## src/sv/serial_frame_command_parser_defines.svh

```systemverilog
// Assertion macros used by serial_frame_command_parser.sv.
`ifndef SERIAL_FRAME_COMMAND_PARSER_DEFINES_SVH
`define SERIAL_FRAME_COMMAND_PARSER_DEFINES_SVH

`ifndef SYNTHESIS

`define SFCP_ASSERT_IMPL(label, clk, rstn, ante, cons, msg) \
    label: assert property (@(posedge clk) disable iff (!(rstn)) (ante) |-> (cons)) \
        else $error(msg);

`define SFCP_ASSERT_NEXT(label, clk, rstn, ante, cons, msg) \
    label: assert property (@(posedge clk) disable iff (!(rstn)) (ante) |=> (cons)) \
        else $error(msg);

`else

`define SFCP_ASSERT_IMPL(label, clk, rstn, ante, cons, msg)

`define SFCP_ASSERT_NEXT(label, clk, rstn, ante, cons, msg)

`endif

`endif

```

## src/sv/sfcp_pkg.sv

```systemverilog
package sfcp_pkg;

    localparam int FrameLen = 7;

    localparam logic [7:0] CHAR_START   = 8'h3B; // ';'
    localparam logic [7:0] CHAR_END     = 8'h3A; // ':'
    localparam logic [7:0] CHAR_CMD     = 8'h70; // 'p'
    localparam logic [7:0] CHAR_SEP     = 8'h78; // 'x'
    localparam logic [7:0] CHAR_FREQ    = 8'h66; // 'f'
    localparam logic [7:0] CHAR_OXYGEN  = 8'h6F; // 'o'
    localparam logic [7:0] CHAR_VOLUME  = 8'h76; // 'v'
    localparam logic [7:0] CHAR_ZERO    = 8'h30; // '0'
    localparam logic [7:0] CHAR_NINE    = 8'h39; // '9'

    localparam logic [9:0] FREQ_MIN   = 10'd5;
    localparam logic [9:0] FREQ_MAX   = 10'd30;
    localparam logic [9:0] OXYGEN_MAX = 10'd100;
    localparam logic [9:0] VOLUME_MAX = 10'd8;

    // "#ERROR#"
    localparam logic [55:0] ERROR_TEXT = 56'h234552524F5223;

    typedef enum logic [1:0] {
        STATUS_NONE     = 2'd0,
        STATUS_PRESSURE = 2'd1,
        STATUS_ERROR    = 2'd2,
        STATUS_PARAM    = 2'd3
    } status_t;

    typedef enum logic [1:0] {
        PARAM_FREQ   = 2'd0,
        PARAM_OXYGEN = 2'd1,
        PARAM_VOLUME = 2'd2
    } param_id_t;

    // entry 0 holds the first byte of the frame
    typedef logic [FrameLen-1:0][7:0] frame_t;

    typedef struct packed {
        status_t    status;
        logic [55:0] pressure_text;
        param_id_t  param_id;
        logic [6:0] param_value;
    } result_t;

    typedef struct packed {
        logic freq;
        logic oxygen;
        logic volume;
    } enables_t;

    // results of closing a frame with the current byte
    typedef struct packed {
        result_t cmd;
        result_t pressure;
    } close_t;

    function automatic logic is_digit(input logic [7:0] c);
        return (c >= CHAR_ZERO) && (c <= CHAR_NINE);
    endfunction

endpackage

```

## src/sv/serial_frame_command_parser.sv

```systemverilog
// Each accepted input word's result is registered and shows on m_tdata/m_tuser in the cycle after it.
// Throughput: one word per cycle while m_tready allows it; every input word yields exactly one result word.
// The output register lets a new word in while a result is taken in the same cycle.
// Reset (aresetn low, synchronous): parser waits for ';', enables clear to 0,
// output queue empties. The frame buffer is not cleared.
`include "serial_frame_command_parser_defines.svh"

module serial_frame_command_parser (
    input  logic        aclk,
    input  logic        aresetn,

    input  logic        s_tvalid,
    output logic        s_tready,
    input  logic [7:0]  s_tdata,   // [7:0] rx_byte

    output logic        m_tvalid,
    input  logic        m_tready,
    output logic [71:0] m_tdata,   // [55:0] pressure_text, [57:56] param_id,
                                   // [64:58] param_value, [71:65] zero
    output logic [1:0]  m_tuser,   // [1:0] status

    input  logic        psel,
    input  logic        penable,
    input  logic        pwrite,
    input  logic [3:0]  paddr,
    input  logic [31:0] pwdata,
    output logic [31:0] prdata,
    output logic        pready
);

    localparam logic [1:0] REG_FREQ_EN   = 2'd0;
    localparam logic [1:0] REG_OXYGEN_EN = 2'd1;
    localparam logic [1:0] REG_VOLUME_EN = 2'd2;

    sfcp_pkg::enables_t enables_reg;
    logic               awaiting_start_reg, awaiting_start_next;
    logic               frame_is_command_reg, frame_is_command_next;
    logic [2:0]         byte_count_reg, byte_count_next;
    sfcp_pkg::frame_t   frame_bytes_reg;
    logic               frame_write;
    sfcp_pkg::result_t  result_reg, result_next;
    logic               m_tvalid_reg;
    logic               accept;
    sfcp_pkg::close_t   close;

    // configuration port
    assign pready = 1'b1;

    always_ff @(posedge aclk) begin
        if (!aresetn) begin
            enables_reg <= '0;
        end else if (psel && penable && pwrite && pready) begin
            unique case (paddr[3:2])
                REG_FREQ_EN:   enables_reg.freq   <= pwdata[0];
                REG_OXYGEN_EN: enables_reg.oxygen <= pwdata[0];
                REG_VOLUME_EN: enables_reg.volume <= pwdata[0];
                default: ;
            endcase
        end
    end

    always_comb begin
        prdata = '0;
        unique case (paddr[3:2])
            REG_FREQ_EN:   prdata[0] = enables_reg.freq;
            REG_OXYGEN_EN: prdata[0] = enables_reg.oxygen;
            REG_VOLUME_EN: prdata[0] = enables_reg.volume;
            default:       prdata    = '0;
        endcase
    end

    // frame checks
    sfcp_frame_check u_check (
        .frame_bytes (frame_bytes_reg),
        .rx_byte     (s_tdata),
        .enables     (enables_reg),
        .close       (close)
    );

    assign s_tready = !m_tvalid_reg || m_tready;
    assign accept   = s_tvalid && s_tready;

    always_comb begin
        awaiting_start_next   = awaiting_start_reg;
        frame_is_command_next = frame_is_command_reg;
        byte_count_next       = byte_count_reg;
        frame_write           = 1'b0;
        result_next           = '0;

        priority if (awaiting_start_reg) begin
            if (s_tdata == sfcp_pkg::CHAR_START) begin
                awaiting_start_next = 1'b0;
            end
        end else if (byte_count_reg == 3'd0) begin
            // first byte is stored whatever it is
            frame_is_command_next = (s_tdata == sfcp_pkg::CHAR_CMD);
            frame_write           = 1'b1;
            byte_count_next       = 3'd1;
        end else if (frame_is_command_reg && byte_count_reg == 3'd5) begin
            result_next         = close.cmd;
            awaiting_start_next = 1'b1;
            byte_count_next     = 3'd0;
        end else if (!frame_is_command_reg && byte_count_reg == 3'd7) begin
            result_next         = close.pressure;
            awaiting_start_next = 1'b1;
            byte_count_next     = 3'd0;
        end else if (s_tdata == sfcp_pkg::CHAR_END || s_tdata == sfcp_pkg::CHAR_START) begin
            // cut-short frame; ';' restarts collection at once
            if (!frame_is_command_reg) begin
                result_next.status        = sfcp_pkg::STATUS_ERROR;
                result_next.pressure_text = sfcp_pkg::ERROR_TEXT;
            end
            awaiting_start_next = (s_tdata == sfcp_pkg::CHAR_END);
            byte_count_next     = 3'd0;
        end else begin
            frame_write     = 1'b1;
            byte_count_next = byte_count_reg + 3'd1;
        end
    end

    always_ff @(posedge aclk) begin
        if (!aresetn) begin
            awaiting_start_reg   <= 1'b1;
            frame_is_command_reg <= 1'b0;
            byte_count_reg       <= '0;
        end else if (accept) begin
            awaiting_start_reg   <= awaiting_start_next;
            frame_is_command_reg <= frame_is_command_next;
            byte_count_reg       <= byte_count_next;
        end
    end

    always_ff @(posedge aclk) begin
        if (accept && frame_write) begin
            frame_bytes_reg[byte_count_reg] <= s_tdata;
        end
    end

    // output register
    always_ff @(posedge aclk) begin
        if (!aresetn) begin
            m_tvalid_reg <= 1'b0;
        end else if (accept) begin
            m_tvalid_reg <= 1'b1;
        end else if (m_tready) begin
            m_tvalid_reg <= 1'b0;
        end
    end

    always_ff @(posedge aclk) begin
        if (accept) begin
            result_reg <= result_next;
        end
    end

    assign m_tvalid = m_tvalid_reg;
    assign m_tuser  = result_reg.status;
    assign m_tdata  = {7'd0, result_reg.param_value, result_reg.param_id,
                       result_reg.pressure_text};

    `SFCP_ASSERT_IMPL(a_idle_count_zero, aclk, aresetn, awaiting_start_reg,
                      byte_count_reg == 3'd0, "byte count not cleared while waiting for start")

    `SFCP_ASSERT_IMPL(a_cmd_count_bound, aclk, aresetn, frame_is_command_reg && !awaiting_start_reg,
                      byte_count_reg <= 3'd5, "command frame grew past its length")

    `SFCP_ASSERT_IMPL(a_error_text, aclk, aresetn,
                      m_tvalid_reg && result_reg.status == sfcp_pkg::STATUS_ERROR,
                      result_reg.pressure_text == sfcp_pkg::ERROR_TEXT, "error word lacks error text")

    `SFCP_ASSERT_IMPL(a_param_range, aclk, aresetn,
                      m_tvalid_reg && result_reg.status == sfcp_pkg::STATUS_PARAM,
                      result_reg.param_value <= 7'd100, "parameter value out of range")

    `SFCP_ASSERT_NEXT(a_close_returns_idle, aclk, aresetn,
                      accept && !awaiting_start_reg && !frame_is_command_reg
                      && byte_count_reg == 3'd7,
                      awaiting_start_reg && m_tvalid_reg
                      && (result_reg.status == sfcp_pkg::STATUS_PRESSURE
                          || result_reg.status == sfcp_pkg::STATUS_ERROR),
                      "full pressure frame did not close")

endmodule

```

## src/sv/sfcp_frame_check.sv

```systemverilog
module sfcp_frame_check (
    input  sfcp_pkg::frame_t   frame_bytes,
    input  logic [7:0]         rx_byte,
    input  sfcp_pkg::enables_t enables,
    output sfcp_pkg::close_t   close
);

    logic       press_ok;
    logic       cmd_ok;
    logic [3:0] d_hi;
    logic [3:0] d_mid;
    logic [3:0] d_lo;
    logic [9:0] value;
    logic [7:0] letter;

    always_comb begin
        press_ok = (rx_byte == sfcp_pkg::CHAR_END) && (frame_bytes[3] == sfcp_pkg::CHAR_SEP);
        for (int i = 0; i < 3; i++) begin
            press_ok = press_ok && sfcp_pkg::is_digit(frame_bytes[i])
                       && sfcp_pkg::is_digit(frame_bytes[i+4]);
        end

        cmd_ok = (rx_byte == sfcp_pkg::CHAR_END) && (frame_bytes[0] == sfcp_pkg::CHAR_CMD)
                 && sfcp_pkg::is_digit(frame_bytes[2]) && sfcp_pkg::is_digit(frame_bytes[3])
                 && sfcp_pkg::is_digit(frame_bytes[4]);

        d_hi   = 4'(frame_bytes[2] - sfcp_pkg::CHAR_ZERO);
        d_mid  = 4'(frame_bytes[3] - sfcp_pkg::CHAR_ZERO);
        d_lo   = 4'(frame_bytes[4] - sfcp_pkg::CHAR_ZERO);
        value  = 10'(d_hi) * 10'd100 + 10'(d_mid) * 10'd10 + 10'(d_lo);
        letter = frame_bytes[1];
    end

    always_comb begin
        close.pressure = '0;
        if (press_ok) begin
            close.pressure.status        = sfcp_pkg::STATUS_PRESSURE;
            close.pressure.pressure_text = {frame_bytes[0], frame_bytes[1], frame_bytes[2],
                                            frame_bytes[3], frame_bytes[4], frame_bytes[5],
                                            frame_bytes[6]};
        end else begin
            close.pressure.status        = sfcp_pkg::STATUS_ERROR;
            close.pressure.pressure_text = sfcp_pkg::ERROR_TEXT;
        end

        // drop malformed frames, unknown letters, disabled parameters and out-of-range values
        close.cmd = '0;
        if (cmd_ok) begin
            if (letter == sfcp_pkg::CHAR_FREQ && enables.freq
                && value >= sfcp_pkg::FREQ_MIN && value <= sfcp_pkg::FREQ_MAX) begin
                close.cmd.status      = sfcp_pkg::STATUS_PARAM;
                close.cmd.param_id    = sfcp_pkg::PARAM_FREQ;
                close.cmd.param_value = value[6:0];
            end
            if (letter == sfcp_pkg::CHAR_OXYGEN && enables.oxygen
                && value <= sfcp_pkg::OXYGEN_MAX) begin
                close.cmd.status      = sfcp_pkg::STATUS_PARAM;
                close.cmd.param_id    = sfcp_pkg::PARAM_OXYGEN;
                close.cmd.param_value = value[6:0];
            end
            if (letter == sfcp_pkg::CHAR_VOLUME && enables.volume
                && value <= sfcp_pkg::VOLUME_MAX) begin
                close.cmd.status      = sfcp_pkg::STATUS_PARAM;
                close.cmd.param_id    = sfcp_pkg::PARAM_VOLUME;
                close.cmd.param_value = value[6:0];
            end
        end
    end

endmodule

```

## config.mk

```make
export PLATFORM = sky130hd
export DESIGN_NAME = serial_frame_command_parser
export DESIGN_NICKNAME = d
export VERILOG_FILES = /design/src/sv/sfcp_pkg.sv /design/src/sv/serial_frame_command_parser.sv /design/src/sv/sfcp_frame_check.sv
export VERILOG_INCLUDE_DIRS = /design/src /design/src/sv
export SDC_FILE = /design/constraint.sdc
export NUM_CORES = 1
export LEC_CHECK = 0
export ABC_CLOCK_PERIOD_IN_PS = 3600
export BUFFER_PORTS_ARGS = -buffer_cell sky130_fd_sc_hd__buf_4
export CORE_MARGIN = 2
export CORE_UTILIZATION = 41
export CTS_BUF_LIST = sky130_fd_sc_hd__clkbuf_4
export DETAILED_ROUTE_END_ITERATION = 8
export PLACE_DENSITY = 0.72
export SLEW_MARGIN = 30
export SYNTH_ARGS = -nofsm -noshare
export SYNTH_HDL_FRONTEND = slang
export SYNTH_SLANG_ARGS = --single-unit
```

## constraint.sdc

```tcl
create_clock -name aclk -period 3.6 [get_ports aclk]
set_input_delay 0.9 -clock aclk [delete_from_list [all_inputs] [get_ports aclk]]
set_output_delay 0.9 -clock aclk [all_outputs]
set_load 0.1 [all_outputs]
```

==> metrics.cfg, run 1 <==
[outcome]
outcome=finished clean

[worst_setup_path]
startpoint=frame_bytes_reg[16]
crit_fanout=8
worstPathCellList=buf_6 -> ha_2 -> ha_4 -> fa_1 -> ha_4 -> ha_4 -> buf_4 -> o21a_1 -> o21a_1 -> o22ai_1 -> xnor2_2 -> o211ai_1 -> buf_4 -> nor2_2
cp.depth=14
path_buf_inv=3
cp.required_ps=3960
crit_path_end_kind=flip-flop
r2r_cells=14
crit_top_cell=ha_4
setup.worst_path.start_class=flip-flop
path_delay_family=adder cells
reg2reg_from=frame_bytes_reg[16]
cpPeakStageDelay_ps=590
crit_arrival_ps=3830
worstSetupPathType=flip-flop to flip-flop
slowest_stage=fa_1

[detailed_routing]
wl_mm=12.3
first_iter_violations=304
route.detailed.drc=0
vias=3834
drt-vias-per-instance=4.96
wire_per_inst_um=15.9
dr.pass1.iters=5
ant_nets=0

[clock_network]
clock_latency_ps=510
ctsHtreeMaxLevel=4
cts.sinks=132
cts_buffers=17
cts_buffer_depth=2
cts_tree=yes
cts_root_buf=clkbuf_4
clk_pin_slew_ps=120

[yosys]
ys_ff_latch=132
yosysWarnings=0
yosysTopAreaCell=edfxtp_1
synth.cell_area_um2=6100
synth.area.top_cells=edfxtp_1 61%, ha_1 6.6%, buf_4 4.9%, dfxtp_1 3.0%, nor2_1 1.7%
postSynthCellCount=440
synth-edff-count=123
synthArstFlopShare_pct=0
synth.top_cell.area_share_pct=60.6
synth_ff_type=edfxtp_1
yosysUniqueCellTypes=60
ys_seq_area_share_pct=63.5
avgSynthCellArea_um2=13.9

[sta]
finalMaxSlewViolations=0
hold_violations=0
hold_ws_ps=519
setup_slack_ps=131
fmax_mhz=288
setup_viol=0
period_share_pct=96.4
slew_headroom_pct=49.9
layout_min_cycle_time_ps=3470
rsz0062_at_grt=true
tightest_slew_ps=748
skew_ps=24.1

[global_routing]
track_usage_pct=15.2
grt_overflow=0
grt_pass1_vias=3845
grt_max_degree=37
grt_pass1_wl_mm=19.1
antenna_found_initial=0

[power]
intPower_mw=2.21
share_comb_of_total_power_pct=17.3
p_per_area_nw_per_um2=437
ir_worst_vdd_v=0.000182
power.total_mw=3.32
clkPwrFrac_pct=30.7
leakagePower_nw=3.10
switching_share_pct=33.5
power.switching_mw=1.11
seqPwrFrac_pct=51.9

[place]
dp_cells=739
port_buffers=87
dp_hpwl_mm=8.74
placed_cell_area_um2=7030
place.gp.congestion=0.872
dp_slack_ps=-79.7

[floorplan]
die_h_um=126
coreArea_um2=14500
num_rows=44
start_util_pct=42.0
ios=160
die_x_um=126
dieArea_um2=15900

[hold_path]
hold_depth=2
hp-class=flip-flop to flip-flop
hold_start=m_tvalid

[final_layout]
layout.nets=664
antennaDiodeCount=0
layout_commonest_cell=edfxtp_1
area_growth_pct=24.5
stdcell_area_um2=7590
largest_register_ffs=65
drive_gt1_share_pct=34.6
finalNonFillerCells=773
final_cell_mix=123 x edfxtp_1, 117 x buf_4, 50 x conb_1

[job]
drv_cap=0

[power groups by stage]
stage	sequential [mW]	clock, mW	combinational, mW
2_1_floorplan	2.04	0	0.236
4_1_cts	1.72	1.05	0.577
5_1_grt	1.73	1.11	0.587
6_report	1.72	1.02	0.575
3_3_place_gp	1.76	0	0.574
3_5_place_dp	1.76	0	0.577
[worst paths after layout]
check	to	slack, ps
worst min-delay path	m_tvalid	520
worst max-delay path	m_tdata[61]	130
worst min register to register	m_tvalid	520
worst max register to register	m_tdata[61]	130
[worst reg2reg max path: cells and delay by family (launching register included)]
kind            cells  cell delay [ps]
compound gates      4              650
xor+xnor            1              190
fa+ha+maj           5             1410
buf+inv             3              510
flops               1              470
simple gates        1              110
[what timing repair did]
| item | CTS | global route |
|---|---|---|
| gates resized for setup | 7 | 41 |
| setup endpoints to repair | 10 | 10 |
| pin swaps | 3 | 21 |
| hold buffers | 0 | 0 |
| setup buffers | 1 | 3 |
[area by class of cell]
cell class,instances,area [um2]
Fill cell,1233,6940
Sequential cell,132,3870
Multi-Input combinational cell,281,2200
Timing Repair Buffer,118,890
Tap cell,184,230
Clock inverter,15,169
Clock buffer,17,128
Inverter,26,97.6
[metal layers]
| layer | vias to the layer above | part of all wire, % | global-route usage, % |
|---|---|---|---|
| met3 | 16 | 6.0 | 3.57 |
| met1 | 1867 | 40 | 18.2 |
| met2 | 134 | 53 | 26.8 |
| met4 | 0 | 1.5 | 5.62 |
| li1 | 1817 | - | - |
| met5 | - | 0 | 0 |
[synthesized netlist by cell type (2+ instances only)]
| cell | count |
|---|---|
| edfxtp_1 | 123 |
| buf_4 | 40 |
| ha_1 | 32 |
| nor2_1 | 28 |
| inv_1 | 26 |
| nand2_1 | 12 |
| o21ai_0 | 12 |
| a21o_1 | 9 |
| and2_1 | 9 |
| dfxtp_1 | 9 |
| nor4_1 | 9 |
| and3_1 | 8 |
| nand3_1 | 7 |
| nor2b_1 | 7 |
| a21oi_1 | 6 |
| nor3_1 | 6 |
| and3_2 | 5 |
| clkbuf_1 | 5 |
| fa_1 | 5 |
| mux2i_1 | 5 |
| a211oi_1 | 4 |
| a21boi_0 | 4 |
| a21o_2 | 4 |
| nand2b_1 | 4 |
| nand4_1 | 4 |
| and4b_1 | 3 |
| buf_6 | 3 |
| nor4b_1 | 3 |
| nor4bb_1 | 3 |
| o21a_1 | 3 |
| xnor2_1 | 3 |
| xor2_1 | 3 |
| a2111oi_0 | 2 |
| a32oi_1 | 2 |
| conb_1 | 2 |
| nand3b_1 | 2 |
| nor3b_1 | 2 |
| o2111ai_1 | 2 |
| o21bai_1 | 2 |
| or3_1 | 2 |
[metrics by stage]
step / setup TNS, ps / utilization (%)
final: 0 / 52.2
after detailed placement: -627 / 48.4
after floorplan: 0 / -
after global routing: -265 / 52.2
after CTS: 0 / 50.9
after global placement: -6.22 / 48.4
[logic make-up (layout without fill, tap and decap cells)]
logic type | Yosys count | after routing | synth area share [%]
adders and majority gates | 37 | 37 | 8.21
other | 2 | 50 | 0.123
xor gates and xnor gates | 6 | 6 | 0.862
AOI/OAI and AO/OA | 59 | 59 | 6.87
and+or+nand+nor | 124 | 124 | 12.1
buffers and inverters | 75 | 176 | 7.47
muxes | 5 | 5 | 0.821
DFF | 132 | 132 | 63.5
No activity file was read; power rests on OpenSTA's default activity.
==> run 2, diff against run 1 <==
--- a/config.mk
+++ b/config.mk
@@ -8,6 +8,7 @@
 export LEC_CHECK = 0
 export ABC_CLOCK_PERIOD_IN_PS = 3600
 export BUFFER_PORTS_ARGS = -buffer_cell sky130_fd_sc_hd__buf_4
+export CORE_ASPECT_RATIO = 0.9
 export CORE_MARGIN = 2
 export CORE_UTILIZATION = 41
 export CTS_BUF_LIST = sky130_fd_sc_hd__clkbuf_4
==> metrics.cfg, run 2 (synthesis results as in run 1) <==
[clock_network]
cts_tree=yes
cts_buffer_depth=2
clk_pin_slew_ps=110
cts.sinks=132
cts_root_buf=clkbuf_4
clock_latency_ps=520
ctsHtreeMaxLevel=4
cts_buffers=17

[sta]
skew_ps=19.4
period_share_pct=96.6
hold_ws_ps=517
tightest_slew_ps=835
slew_headroom_pct=44.0
hold_violations=0
finalMaxSlewViolations=0
setup_viol=0
tns_ps=0
rsz0062_at_grt=true
setup_slack_ps=122
fmax_mhz=287
layout_min_cycle_time_ps=3480

[worst_setup_path]
slowest_stage=fa_2
path_delay_family=adder cells
path_buf_inv=4
crit_fanout=8
cp.required_ps=3850
cpPeakStageDelay_ps=520
setup.worst_path.start_class=flip-flop
worstPathCellList=ha_1 -> ha_2 -> inv_1 -> fa_2 -> inv_2 -> ha_4 -> ha_4 -> o21ai_0 -> or4b_4 -> o21ai_2 -> nor4_2 -> buf_4 -> o211ai_1 -> buf_4 -> nor2_1
worstSetupPathType=flip-flop to flip-flop
crit_arrival_ps=3730
crit_path_end_kind=flip-flop

[detailed_routing]
wire_per_inst_um=15.1
route.detailed.drc=0
ant_nets=0
drt-vias-per-instance=4.82
first_iter_violations=189
vias=3767
dr.pass1.iters=4
wl_mm=11.8

[floorplan]
num_rows=42
die_h_um=120
coreArea_um2=14600
start_util_pct=41.7
die_x_um=133
ios=160
dieArea_um2=15900

[hold_path]
hp-class=flip-flop to flip-flop

[final_layout]
utilization_pct=51.2
area_growth_pct=22.7
layout_commonest_cell=edfxtp_1
multiInputGateArea_um2=2110
layout.nets=660
fill_cells=1270
final_cell_mix=123 x edfxtp_1, 113 x buf_4, 50 x conb_1
drive_gt1_share_pct=31.0
stdcell_area_um2=7480
seqCellArea_um2=3870
finalNonFillerCells=782
antennaDiodeCount=0
largest_register_ffs=65

[global_routing]
grt_pass1_wl_mm=17.7
antenna_found_initial=0
grt_pass1_vias=3524
grt_max_degree=69
grt_overflow=0
track_usage_pct=14.6

[power]
ir_worst_vdd_v=0.000212
power.total_mw=3.29
p_per_area_nw_per_um2=440
leakagePower_nw=3.09

[place]
port_buffers=87
dp_cells=750
place.gp.congestion=0.857
dp_hpwl_mm=8.34
placed_cell_area_um2=7040
dp_slack_ps=-92.5

[outcome]
outcome=finished clean

[job]
drv_cap=0

run 2: path summary, 6_finish.rpt:
path	depth (start not counted)	from	slack (ps)	end
hold / removal	2	m_tvalid	520	m_tvalid
hold reg to reg	2	m_tvalid	520	m_tvalid
setup / recovery	15	frame_bytes_reg[27]	120	m_tdata[62]
setup reg to reg	15	frame_bytes_reg[27]	120	m_tdata[62]
run 2: metal layers:
metal | wire length [um] | global-route usage, %
met1 | 5140 | 18.9
met2 | 5690 | 23.6
met3 | 839 | 3.76
met4 | 167 | 5.98
met5 | 0 | 0
run 2: worst min-delay path: cells and delay by family, from the launching register on:
| family | cells | cell delay [ps] |
|---|---|---|
| flops | 1 | 340 |
| simple gates | 1 | 80 |
| compound gates | 1 | 60 |
run 2: what timing repair did:
| item | in CTS | in global routing |
|---|---|---|
| gates resized for setup | 8 | 17 |
| pin swaps | 2 | 10 |
| hold buffers | 0 | 0 |
| setup buffers | 0 | 1 |
| hold endpoints to repair | 0 | 0 |
| setup endpoints to repair | 9 | 10 |
run 2: power breakdown:
part | leakage (nW) | switching, mW | internal [mW]
sequential | 1.24 | 0.0119 | 1.71
clock | 0.157 | 0.505 | 0.484
combinational | 1.69 | 0.510 | 0.0658
total | 3.09 | 1.03 | 2.26
run 2: final cells by class:
type	instances	area share, %
flip-flops and latches	132	51.8
repair buffers	114	11.6
inverters	26	1.30
well taps	198	3.31
multi-input cells	281	28.2
clock inverters	12	1.86
clock buffers	19	1.91
